## src/rtl/core/kps_pkg.sv

```systemverilog
package kps_pkg;

  localparam int unsigned SenseLines = 4;
  localparam int unsigned CodeW = 4;
  localparam int unsigned DriveW = 4;
  localparam int unsigned MapW = 64;
  localparam logic [MapW-1:0] MapReset = 64'hDFE0_B987_C654_A321;

  localparam int unsigned DebounceSamplesDef = 4;
  localparam int unsigned ScanLinesDef = 4;

  // two entries let the front run a full tick ahead of the back
  localparam int unsigned QueueDepth = 2;

  typedef struct packed {
    logic [DriveW-1:0]                 drive_pattern;
    logic [SenseLines-1:0]             press;
    logic [SenseLines-1:0][CodeW-1:0]  codes;
  } kps_entry_t;

endpackage

```

## src/rtl/core/kps_front.sv

```systemverilog
module kps_front import kps_pkg::*; #(
  parameter int unsigned DEBOUNCE_SAMPLES = DebounceSamplesDef,
  parameter int unsigned SCAN_LINES = ScanLinesDef
) (
  input  logic             clk_i,
  input  logic             rst_ni,
  input  logic             in_valid_i,
  output logic             in_ready_o,
  input  logic [3:0]       sense_levels_i,
  input  logic [MapW-1:0]  key_code_map_i,
  input  logic             queue_full_i,
  output logic             push_o,
  output kps_entry_t       entry_o
);

  localparam int unsigned LineW = (SCAN_LINES > 1) ? $clog2(SCAN_LINES) : 1;
  localparam int unsigned HistW = DEBOUNCE_SAMPLES;

  logic [LineW-1:0] line_q, line_d;
  logic [HistW-1:0] hist_q [SCAN_LINES][SenseLines];
  logic             deb_q  [SCAN_LINES][SenseLines];
  logic [HistW-1:0] hist_new [SenseLines];
  logic             deb_new  [SenseLines];
  logic [2:0]       line_ext;
  logic [2:0]       next_ext;
  logic             accept;

  function automatic logic [DriveW-1:0] drive_bits(input logic [2:0] line);
    logic [DriveW-1:0] low;
    low = (line < 3'd4) ? (DriveW'(1) << line[1:0]) : '0;
    return ~low;
  endfunction

  assign in_ready_o = !queue_full_i;
  assign accept     = in_valid_i && in_ready_o;
  assign push_o     = accept;

  assign line_d   = (line_q == LineW'(SCAN_LINES - 1)) ? '0 : line_q + LineW'(1);
  assign line_ext = 3'(line_q);
  assign next_ext = 3'(line_d);

  always_comb begin
    entry_o.drive_pattern = drive_bits(next_ext);
    for (int s = 0; s < SenseLines; s++) begin
      hist_new[s] = {hist_q[line_q][s][HistW-2:0], sense_levels_i[s]};
      if (hist_new[s] == '0) begin
        deb_new[s] = 1'b0;
      end else if (hist_new[s] == '1) begin
        deb_new[s] = 1'b1;
      end else begin
        deb_new[s] = deb_q[line_q][s];
      end
      entry_o.press[s] = deb_q[line_q][s] && !deb_new[s];
      // map index wraps at sixteen keys
      entry_o.codes[s] = key_code_map_i[{line_ext[1:0], 2'(s)} * CodeW +: CodeW];
    end
  end

  always_ff @(posedge clk_i or negedge rst_ni) begin
    if (!rst_ni) begin
      line_q <= '0;
      for (int l = 0; l < SCAN_LINES; l++) begin
        for (int s = 0; s < SenseLines; s++) begin
          hist_q[l][s] <= '1;
          deb_q[l][s]  <= 1'b1;
        end
      end
    end else if (accept) begin
      line_q <= line_d;
      for (int s = 0; s < SenseLines; s++) begin
        hist_q[line_q][s] <= hist_new[s];
        deb_q[line_q][s]  <= deb_new[s];
      end
    end
  end

endmodule

```

## src/rtl/core/kps_fifo.sv

```systemverilog
module kps_fifo import kps_pkg::*; #(
  parameter int unsigned WIDTH = $bits(kps_entry_t)
) (
  input  logic             clk_i,
  input  logic             rst_ni,
  input  logic             push_i,
  input  logic [WIDTH-1:0] data_i,
  output logic             full_o,
  input  logic             pop_i,
  output logic             valid_o,
  output logic [WIDTH-1:0] data_o
);

  localparam int unsigned PtrW = (QueueDepth > 1) ? $clog2(QueueDepth) : 1;
  localparam int unsigned CntW = $clog2(QueueDepth + 1);

  logic [WIDTH-1:0] mem_q [QueueDepth];
  logic [PtrW-1:0]  wr_q, rd_q;
  logic [CntW-1:0]  cnt_q, cnt_d;

  assign full_o  = (cnt_q == CntW'(QueueDepth));
  assign valid_o = (cnt_q != '0);
  assign data_o  = mem_q[rd_q];

  always_comb begin
    cnt_d = cnt_q;
    if (push_i && !pop_i) begin
      cnt_d = cnt_q + CntW'(1);
    end else if (pop_i && !push_i) begin
      cnt_d = cnt_q - CntW'(1);
    end
  end

  always_ff @(posedge clk_i or negedge rst_ni) begin
    if (!rst_ni) begin
      wr_q  <= '0;
      rd_q  <= '0;
      cnt_q <= '0;
    end else begin
      cnt_q <= cnt_d;
      if (push_i) begin
        wr_q <= (wr_q == PtrW'(QueueDepth - 1)) ? '0 : wr_q + PtrW'(1);
      end
      if (pop_i) begin
        rd_q <= (rd_q == PtrW'(QueueDepth - 1)) ? '0 : rd_q + PtrW'(1);
      end
    end
  end

  always_ff @(posedge clk_i) begin
    if (push_i) begin
      mem_q[wr_q] <= data_i;
    end
  end

endmodule

```

## src/rtl/core/kps_back.sv

```systemverilog
module kps_back import kps_pkg::*; (
  input  logic              clk_i,
  input  logic              rst_ni,
  input  logic              head_valid_i,
  input  kps_entry_t        head_i,
  output logic              pop_o,
  output logic              out_valid_o,
  input  logic              out_ready_i,
  output logic [DriveW-1:0] drive_pattern_o,
  output logic              key_valid_o,
  output logic [CodeW-1:0]  key_code_o,
  output logic              last_in_run_o
);

  localparam int unsigned SelW = $clog2(SenseLines);

  logic [SenseLines-1:0] done_q, done_d;
  logic [SenseLines-1:0] remain, pick, rest;
  logic [SelW-1:0]       sel;
  logic                  adv, emit;
  logic                  out_valid_q;
  logic [DriveW-1:0]     pattern_q;
  logic                  kvalid_q;
  logic [CodeW-1:0]      code_q;
  logic                  last_q;

  assign remain = head_i.press & ~done_q;
  assign adv    = !out_valid_q || out_ready_i;
  assign emit   = adv && head_valid_i;

  always_comb begin
    sel = '0;
    for (int s = SenseLines - 1; s >= 0; s--) begin
      if (remain[s]) begin
        sel = SelW'(s);
      end
    end
    pick = (remain == '0) ? '0 : (SenseLines'(1) << sel);
    rest = remain & ~pick;
  end

  // drop the head once its final word is loaded
  assign pop_o  = emit && (rest == '0);
  assign done_d = pop_o ? '0 : (done_q | pick);

  always_ff @(posedge clk_i or negedge rst_ni) begin
    if (!rst_ni) begin
      done_q      <= '0;
      out_valid_q <= 1'b0;
    end else if (adv) begin
      out_valid_q <= head_valid_i;
      if (emit) begin
        done_q <= done_d;
      end
    end
  end

  always_ff @(posedge clk_i) begin
    if (emit) begin
      pattern_q <= head_i.drive_pattern;
      kvalid_q  <= (remain != '0);
      code_q    <= (remain != '0) ? head_i.codes[sel] : '0;
      last_q    <= (rest == '0);
    end
  end

  assign out_valid_o     = out_valid_q;
  assign drive_pattern_o = pattern_q;
  assign key_valid_o     = kvalid_q;
  assign key_code_o      = code_q;
  assign last_in_run_o   = last_q;

  a_idle_word_last: assert property (@(posedge clk_i) disable iff (!rst_ni)
    out_valid_o && !key_valid_o |-> last_in_run_o && (key_code_o == '0))
    else $error("idle word not marked last or carries a code");

  a_done_tracks_head: assert property (@(posedge clk_i) disable iff (!rst_ni)
    (done_q != '0) |-> head_valid_i && ((done_q & ~head_i.press) == '0))
    else $error("emitted-key mask does not belong to queue head");

  a_no_pop_on_stall: assert property (@(posedge clk_i) disable iff (!rst_ni)
    out_valid_o && !out_ready_i |-> !pop_o ##1 $stable(done_q))
    else $error("queue head dropped while output stalled");

  a_pop_with_head: assert property (@(posedge clk_i) disable iff (!rst_ni)
    pop_o |=> (done_q == '0))
    else $error("key mask not cleared after head drop");

endmodule

```

## src/rtl/core/matrix_keypad_scanner_top.sv

```systemverilog
// Matrix keypad scanner with per-key debounce.
//
// Input channel (in_valid_i / in_ready_o, sense_levels_i): one word per scan
// tick, holding the sense line levels read while the current drive line is low.
// Output channel (out_valid_o / out_ready_i): one word per newly pressed key of
// that tick, in sense line order, or a single word with key_valid_o low when
// nothing was pressed. last_in_run_o marks the final word of a tick, and every
// word carries the drive pattern to apply for the next tick.
// Config channel (cfg_valid_i / cfg_ready_o, key_code_map_i): the sixteen
// 4-bit key codes; always ready, write it only while the block is idle.
// Path: the first word of a tick is registered in the queue, then in the output
// register, before it is presented.
// Throughput: one output word per cycle while out_ready_i is high; the back
// end serializes presses, so a tick yields 1 to 4 words; the front takes a
// tick per cycle while the two-entry queue has room.
// Reset: all keys released with full-high histories, drive line 0 active, map
// at its default. A stalled receiver holds the output word; the queue then
// fills and in_ready_o drops, with no tick lost.
module matrix_keypad_scanner_top import kps_pkg::*; #(
  parameter int unsigned DEBOUNCE_SAMPLES = DebounceSamplesDef,
  parameter int unsigned SCAN_LINES = ScanLinesDef
) (
  input  logic              clk_i,
  input  logic              rst_ni,
  input  logic              in_valid_i,
  output logic              in_ready_o,
  input  logic [3:0]        sense_levels_i,
  input  logic              cfg_valid_i,
  output logic              cfg_ready_o,
  input  logic [MapW-1:0]   key_code_map_i,
  output logic              out_valid_o,
  input  logic              out_ready_i,
  output logic [DriveW-1:0] drive_pattern_o,
  output logic              key_valid_o,
  output logic [CodeW-1:0]  key_code_o,
  output logic              last_in_run_o
);

  logic [MapW-1:0] map_q;
  logic            push, full, pop, head_valid;
  kps_entry_t      entry, head;

  // the map register accepts a word every cycle
  assign cfg_ready_o = 1'b1;

  always_ff @(posedge clk_i or negedge rst_ni) begin
    if (!rst_ni) begin
      map_q <= MapReset;
    end else if (cfg_valid_i) begin
      map_q <= key_code_map_i;
    end
  end

  // front: debounce the active line and classify new presses
  kps_front #(
    .DEBOUNCE_SAMPLES (DEBOUNCE_SAMPLES),
    .SCAN_LINES       (SCAN_LINES)
  ) u_front (
    .clk_i          (clk_i),
    .rst_ni         (rst_ni),
    .in_valid_i     (in_valid_i),
    .in_ready_o     (in_ready_o),
    .sense_levels_i (sense_levels_i),
    .key_code_map_i (map_q),
    .queue_full_i   (full),
    .push_o         (push),
    .entry_o        (entry)
  );

  // queue: decouple classification from serialization
  kps_fifo #(
    .WIDTH ($bits(kps_entry_t))
  ) u_fifo (
    .clk_i   (clk_i),
    .rst_ni  (rst_ni),
    .push_i  (push),
    .data_i  (entry),
    .full_o  (full),
    .pop_i   (pop),
    .valid_o (head_valid),
    .data_o  (head)
  );

  // back: emit one word per press, or an idle word, into the output register
  kps_back u_back (
    .clk_i           (clk_i),
    .rst_ni          (rst_ni),
    .head_valid_i    (head_valid),
    .head_i          (head),
    .pop_o           (pop),
    .out_valid_o     (out_valid_o),
    .out_ready_i     (out_ready_i),
    .drive_pattern_o (drive_pattern_o),
    .key_valid_o     (key_valid_o),
    .key_code_o      (key_code_o),
    .last_in_run_o   (last_in_run_o)
  );

endmodule
```

## config.mk

```make
export PLATFORM = sky130hd
export DESIGN_NAME = matrix_keypad_scanner_top
export DESIGN_NICKNAME = d
export VERILOG_FILES = /design/src/rtl/core/kps_pkg.sv /design/src/rtl/core/kps_front.sv /design/src/rtl/core/kps_fifo.sv /design/src/rtl/core/kps_back.sv /design/src/rtl/core/matrix_keypad_scanner_top.sv
export SDC_FILE = /design/constraint.sdc
export NUM_CORES = 1
export LEC_CHECK = 0
export ABC_AREA = 0
export BUFFER_PORTS_ARGS = -buffer_cell sky130_fd_sc_hd__buf_4
export CORE_ASPECT_RATIO = 0.5
export CORE_MARGIN = 3
export CORE_UTILIZATION = 53
export DETAILED_ROUTE_END_ITERATION = 10
export HOLD_SLACK_MARGIN = 0.06
export PLACE_DENSITY = 0.73
export SYNTH_ARGS = -nofsm -noshare
export SYNTH_HDL_FRONTEND = slang
export SYNTH_SLANG_ARGS = --single-unit
```

## constraint.sdc

```tcl
create_clock -name clk_i -period 2.8 [get_ports clk_i]
set_input_delay 0.56 -clock clk_i [delete_from_list [all_inputs] [get_ports clk_i]]
set_output_delay 0.56 -clock clk_i [all_outputs]
set_load 0.01 [all_outputs]
```

* Yosys cells after proc, flatten, opt, wreduce, memory -nomap -nowiden
Memories as Yosys holds them, arrays and structs flattened.
Index checks and enable logic that the tools add are counted.
** Word-level totals
- Register bits :: 165
- Word-level logic and storage cells :: 155
- Output and inout port bits :: 13
- Memories kept :: 1
- Memory bits (writable) :: 48
- Input bits :: 73
** Operators by class
- Add/sub/neg operators :: 5
- Mux-type cells :: 54
- Order comparisons :: 4
- Bitwise gates (word level) :: 7
- Reduce and logical (&&, ||, !) cells :: 29
- Shifts and indexed selects :: 6
- Equality and inequality tests :: 6
** Memory list
- u_fifo.mem_q :: depth 2, bits a word 24, read ports 1, clocked after Yosys merged registers in 0, write ports 1, line kps_fifo.sv:17 : logic [WIDTH-1:0] mem_q [QueueDepth];
** Operator list (count)
- $bwmux W64 :: 4
- $shiftx A64 B7 Y4 :: 4
- $demux W16 S2 :: 4
- $bwmux W16 :: 4
- $bmux W16 S2 :: 1
- $demux W4 S2 :: 4
- $mux W4 :: 8
- $mux W15 :: 2
- $logic_not A4 Y1 :: 6
- $bmux W4 S2 :: 2
- $eq A4 B4 Y1 const B :: 4
- $mux W16 :: 1
- $mux W2 :: 8
- $mux W1 :: 13
- $mux W12 :: 1
- $not A4 Y4 :: 3
- $logic_and A1 B1 Y1 :: 10
- $and A4 B4 Y4 :: 2
- $logic_not A1 Y1 :: 8
- $mux W8 :: 1
- $shl A1 B2 Y4 const A :: 2
- $lt A2 B3 Y1 const B :: 2
- $add A2 B1 Y2 const B :: 2
- $eq A2 B2 Y1 const B :: 2
- other kinds (11) :: 13

* Logic depth before layout (Yosys ltp)
- Word-level depth :: 15
- Gate-level depth with buffers :: 10

* By module
Synthesis repeated with hierarchy kept, for this count alone.
** Unflattened totals
- Cell total of the unflattened synthesis :: 555
- Area, all modules :: 9305.2 um^2
** By module, submodules not included
- kps_front :: seq. area each 1731.7 um^2, times used 1, cells an instance 267, area an instance 3836.2 um^2
- matrix_keypad_scanner_top :: seq. area each 1641.6 um^2, times used 1, cells an instance 137, area an instance 2730.1 um^2
- kps_fifo :: seq. area each 1541.5 um^2, times used 1, cells an instance 91, area an instance 2023.2 um^2
- kps_back :: seq. area each 425.4 um^2, times used 1, cells an instance 60, area an instance 715.7 um^2

* Least setup slack after synthesis
OpenSTA, ideal clock, no wires.
- Path type :: reg-to-reg
- Start point :: reg u_front.line_q[1]
- End point :: reg u_front.deb_q[14] (netlist bit)
- Clock period less this slack :: 2.559 ns
- Arrival time :: 2.476 ns
- Path slack :: 0.241 ns
- Buffers on the path :: 5
- Data required time :: 2.718 ns
- Cell stages (with the launch flop) :: 10
- Path through :: dfrtp_1 -> buf_2 -> buf_4 -> buf_2 -> buf_1 -> inv_1 -> ha_1 -> nand2_1 -> clkbuf_1 -> mux2_2
** On the way
- Longest elaborated chain between the ends :: 11
- Elaborated cells on any way between the ends :: 35
** RTL lines
- from (decl) :: line kps_front.sv:19 : logic [LineW-1:0] line_q, line_d;
- from (signal assigned) :: line kps_front.sv:69 : line_q <= line_d;
- $not A2 Y3 (not written as such) * :: line kps_front.sv:45, kps_front.sv:51, kps_front.sv:72
- $bmux W16 S2 :: line kps_front.sv:45 : hist_new[s] = {hist_q[line_q][s][HistW-2:0], sense_levels_i[s]};
- $mux W15 (not written as such) (2 in a row) :: line kps_front.sv:45
- $eq A4 B4 Y1 :: line kps_front.sv:48 : end else if (hist_new[s] == '1) begin
- $mux W1 :: line kps_front.sv:48
- $mux W1 :: line kps_front.sv:46 : if (hist_new[s] == '0) begin
- $bwmux W16 (3 in a row) :: line kps_front.sv:72 : deb_q[line_q][s] <= deb_new[s];
- $bwmux W16 * :: line kps_front.sv:72
- to (signal, indexed assignment) :: line kps_front.sv:72
- to (decl) :: line kps_front.sv:21 : logic deb_q [SCAN_LINES][SenseLines];
Mark *: on every way between the ends. The rest lies on a longest branch, timed or not. The select of a mux whose other input is x is not followed.
A chain may end at the register's enable or synchronous reset.

* Worst setup path after layout
- Start point :: reg u_fifo.rd_q
- End point :: reg u_fifo.cnt_q[1]
** On the way
- Longest elaborated chain between the ends :: 15
- Elaborated cells on any way between the ends :: 18
** RTL lines
- from (decl) :: line kps_fifo.sv:18 : logic [PtrW-1:0] wr_q, rd_q;
- from (signal assigned) :: line kps_fifo.sv:45 : rd_q <= (rd_q == PtrW'(QueueDepth - 1)) ? '0 : rd_q + PtrW'(1);
- $mem_v2 Z2 W24 *
- $and A4 B4 Y4 * :: line kps_back.sv:27 : assign remain = head_i.press & ~done_q;
- $mux W2 (4 in a row) :: line kps_back.sv:34 : if (remain[s]) begin
- $shl A1 B2 Y4 :: line kps_back.sv:38 : pick = (remain == '0) ? '0 : (SenseLines'(1) << sel);
- $mux W4 :: line kps_back.sv:38
- $not A4 Y4 :: line kps_back.sv:39 : rest = remain & ~pick;
- $and A4 B4 Y4 * :: line kps_back.sv:39
- $logic_not A4 Y1 * :: line kps_back.sv:43 : assign pop_o = emit && (rest == '0);
- $logic_and A1 B1 Y1 * :: line kps_back.sv:43
- $logic_not A1 Y1 :: line kps_fifo.sv:27 : if (push_i && !pop_i) begin
- $logic_and A1 B1 Y1 :: line kps_fifo.sv:27
- $mux W2 or $reduce_bool A2 Y1 (tied branches)
- to (signal assigned) :: line kps_fifo.sv:40 : cnt_q <= cnt_d;
- to (decl) :: line kps_fifo.sv:19 : logic [CntW-1:0] cnt_q, cnt_d;
Mark *: on every way between the ends. The rest lies on a longest branch, timed or not.

==> results.json <==
{
  "status": "finished clean",
  "setup_ws_ns": 0.2795,
  "grt_usage": 0.1914,
  "grt_pass1_wl_um": 25690,
  "period_minus_slack_ns": 2.520,
  "fin_nets": 699,
  "clock.fmax_mhz": 396.8,
  "antennaDiodeCount": 0,
  "clock_sinks": 197,
  "routedWlPerCell_um": 19.00,
  "synth_seq_area_share": 0.6285,
  "routed_wl_um": 15870,
  "die_y_um": 95.53,
  "cts_buffer_depth": 2,
  "crit_fanout": 9,
  "vias_per_cell": 5.543,
  "power_density_nw_per_um2": 1040,
  "grt_max_degree": 140,
  "dieArea_um2": 17680,
  "placementRows": 32,
  "tightestPinTransition_ns": 0.8189,
  "firstDrtPassIters": 5,
  "synthCells": 530,
  "pre_cts_ws_ns": 0.2363,
  "path_clk_slew_ns": 0.07,
  "drt_iter0_drc": 301,
  "power.total_w": 0.01035,
  "p_leak_nw": 3.974,
  "period_share": 0.9002,
  "ant_nets": 0,
  "place.gp.congestion": 0.8516,
  "cts_buffers": 17,
  "grt_pass1_vias": 4878,
  "cpLargestDelayFamily": "flip-flops",
  "drive_gt1_frac": 0.5800,
  "rsz0062_at_grt": "no",
  "netlist_area_um2": 8497,
  "cp_slowest_cell": "dfrtp_1",
  "synth_fp_nets": 611,
  "drc": 0,
  "final_common_cell": "mux2_2",
  "critPathLaunchType": "flop",
  "die_width_um": 185.1,
  "relSlewSlack": 0.4540,
  "holdCritPathClass": "in -> async",
  "portBuffers": 84,
  "cts_hold_buf": 0,
  "critical_path.max_stage_delay_ns": 0.61,
  "setup_violations": 0,
  "boundaryPins": 86,
  "grt_overflow": 0,
  "synth-warning-count": 0,
  "crit_path_cell_trace": "mux2i_1, nor2_1, a2111oi_1, nor2_1, ha_1, xor2_1, nor2_1, xor2_1",
  "cp-end-kind": "flop",
  "maxCapViolCount": 0,
  "syn_area_per_cell_um2": 16.03,
  "antenna_found_initial": 0,
  "drv_slew": 0,
  "crit_type": "reg -> reg",
  "critical_path_required_ns": 3.16,
  "cts_tree": "done",
  "root_buffer": "clkbuf_16",
  "dp_hpwl_um": 10060,
  "initial_core_util": 0.5470,
  "synth_seq_cells": 197,
  "irDropWorstVdd_mv": 0.5065,
  "critical_path_buf_inv_count": 0,
  "crit_top_cell": "nor2_1",
  "skew_ns": 0.01199,
  "final_cell_mix": "mux2_2 (107), buf_4 (96), dfstp_2 (96)",
  "clk-insertion-delay-late_ns": 0.43,
  "htreeDepth": 4,
  "tns_ns": 0,
  "synthDistinctLibCells": 42,
  "routed-via-count": 4628,
  "cp.arrival_ns": 2.88,
  "hold_viol": 0,
  "core_area_um2": 15530,
  "area_delta_synth_final_pct": 17.16,
  "fin_hold_ws_ns": 0.2024,
  "fin_util": 0.6408
}
power breakdown:
| group | switching [W] | total, W | internal (W) |
|---|---|---|---|
| registers | 0.000439 | 0.00471 | 0.00427 |
| logic | 0.00164 | 0.00323 | 0.00159 |
| clock network | 0.00108 | 0.00241 | 0.00133 |
through the flow:
stage	area (um2)	std cells
after floorplan	8497	530
after global placement	9369	803
after detailed placement	9369	803
after CTS	9947	835
after global routing	9955	835
final	9955	835
registers in the layout (all words and copies together), names as in the netlist:
name and count:
map_q 64, u_fifo.mem_q 48, u_front.hist_q 48, u_front.deb_q 16
u_back.done_q 4, u_back.drive_pattern_o 4, u_back.key_code_o 4, u_fifo.cnt_q 2
u_front.line_q 2, u_back.key_valid_o 1, u_back.last_in_run_o 1, u_back.out_valid_o 1
u_fifo.rd_q 1, u_fifo.wr_q 1
layout make-up:
type | count | area, um2
clock buffer | 18 | 429.2
clock inverter | 14 | 148.9
fill | 1112 | 5580
inverter | 12 | 45.04
multi-input combinational | 292 | 2974
sequential | 197 | 5341
tap | 204 | 255.2
timing repair buffer | 98 | 760.7
worst paths after layout:
path / from / depth (start not counted) / slack [ns] / endpoint
worst min-delay path: rst_ni / 2 / 0.20 / map_q[61]
worst max-delay path: u_fifo.rd_q / 8 / 0.28 / u_fifo.cnt_q[1]
max in group asynchronous: rst_ni / 2 / 1.94 / u_front.line_q[0]
min in group clk_i: key_code_map_i[20] / 2 / 0.36 / map_q[20]
worst min register to register: u_front.hist_q[62] / 2 / 0.48 / u_front.hist_q[62]
worst max register to register: u_fifo.rd_q / 8 / 0.28 / u_fifo.cnt_q[1]
kinds of logic (layout without fill, tap and decap cells):
| family | Yosys count | count (layout) | share of synthesized area |
|---|---|---|---|
| adder cells (fa/ha/maj) | 9 | 9 | 0.01296 |
| other | 1 | 1 | 0.0004413 |
| buffers and inverters | 41 | 142 | 0.02268 |
| AO/OA/AOI/OAI | 39 | 39 | 0.02989 |
| AND/OR/NAND/NOR | 64 | 64 | 0.03402 |
| multiplexers | 174 | 174 | 0.2664 |
| flip-flops | 197 | 197 | 0.6285 |
| XOR/XNOR | 5 | 5 | 0.005155 |
synthesized netlist by cell type (all sizes together):
master	number	share of area
a22oi	2	0.0018
mux4	29	0.077
nand2	32	0.014
edfxtp	58	0.20
maj3	1	0.0012
xnor2	3	0.0031
inv	12	0.0053
nand3	2	0.0012
or3	4	0.0029
ha	8	0.012
clkbuf	16	0.0071
a41o	1	0.0012
nand2b	5	0.0037
a221oi	4	0.0041
nand4	1	0.00074
a31oi	2	0.0015
nor4	1	0.00074
buf	13	0.010
mux2	127	0.17
nor3	5	0.0029
nor2	10	0.0044
and3	1	0.00074
o21a	3	0.0027
conb	1	0.00044
nor4b	1	0.0010
xor2	2	0.0021
o22ai	4	0.0029
a2111oi	2	0.0021
or2	2	0.0015
o41ai	1	0.0019
mux2i	18	0.021
o21ai	20	0.012
dfrtp	43	0.13
dfstp	96	0.30
routing by layer:
layer,part of all wire,track usage
met5,0,0
met1,0.46,0.2587
met4,0.0061,0.04991
met3,0.041,0.04878
met2,0.49,0.3144
repair_timing:
action,CTS,global route
setup buffers,0,0
endpoints found under the setup margin,0,2
gates resized for setup,0,3
No activity file was read; power rests on OpenSTA's default activity.
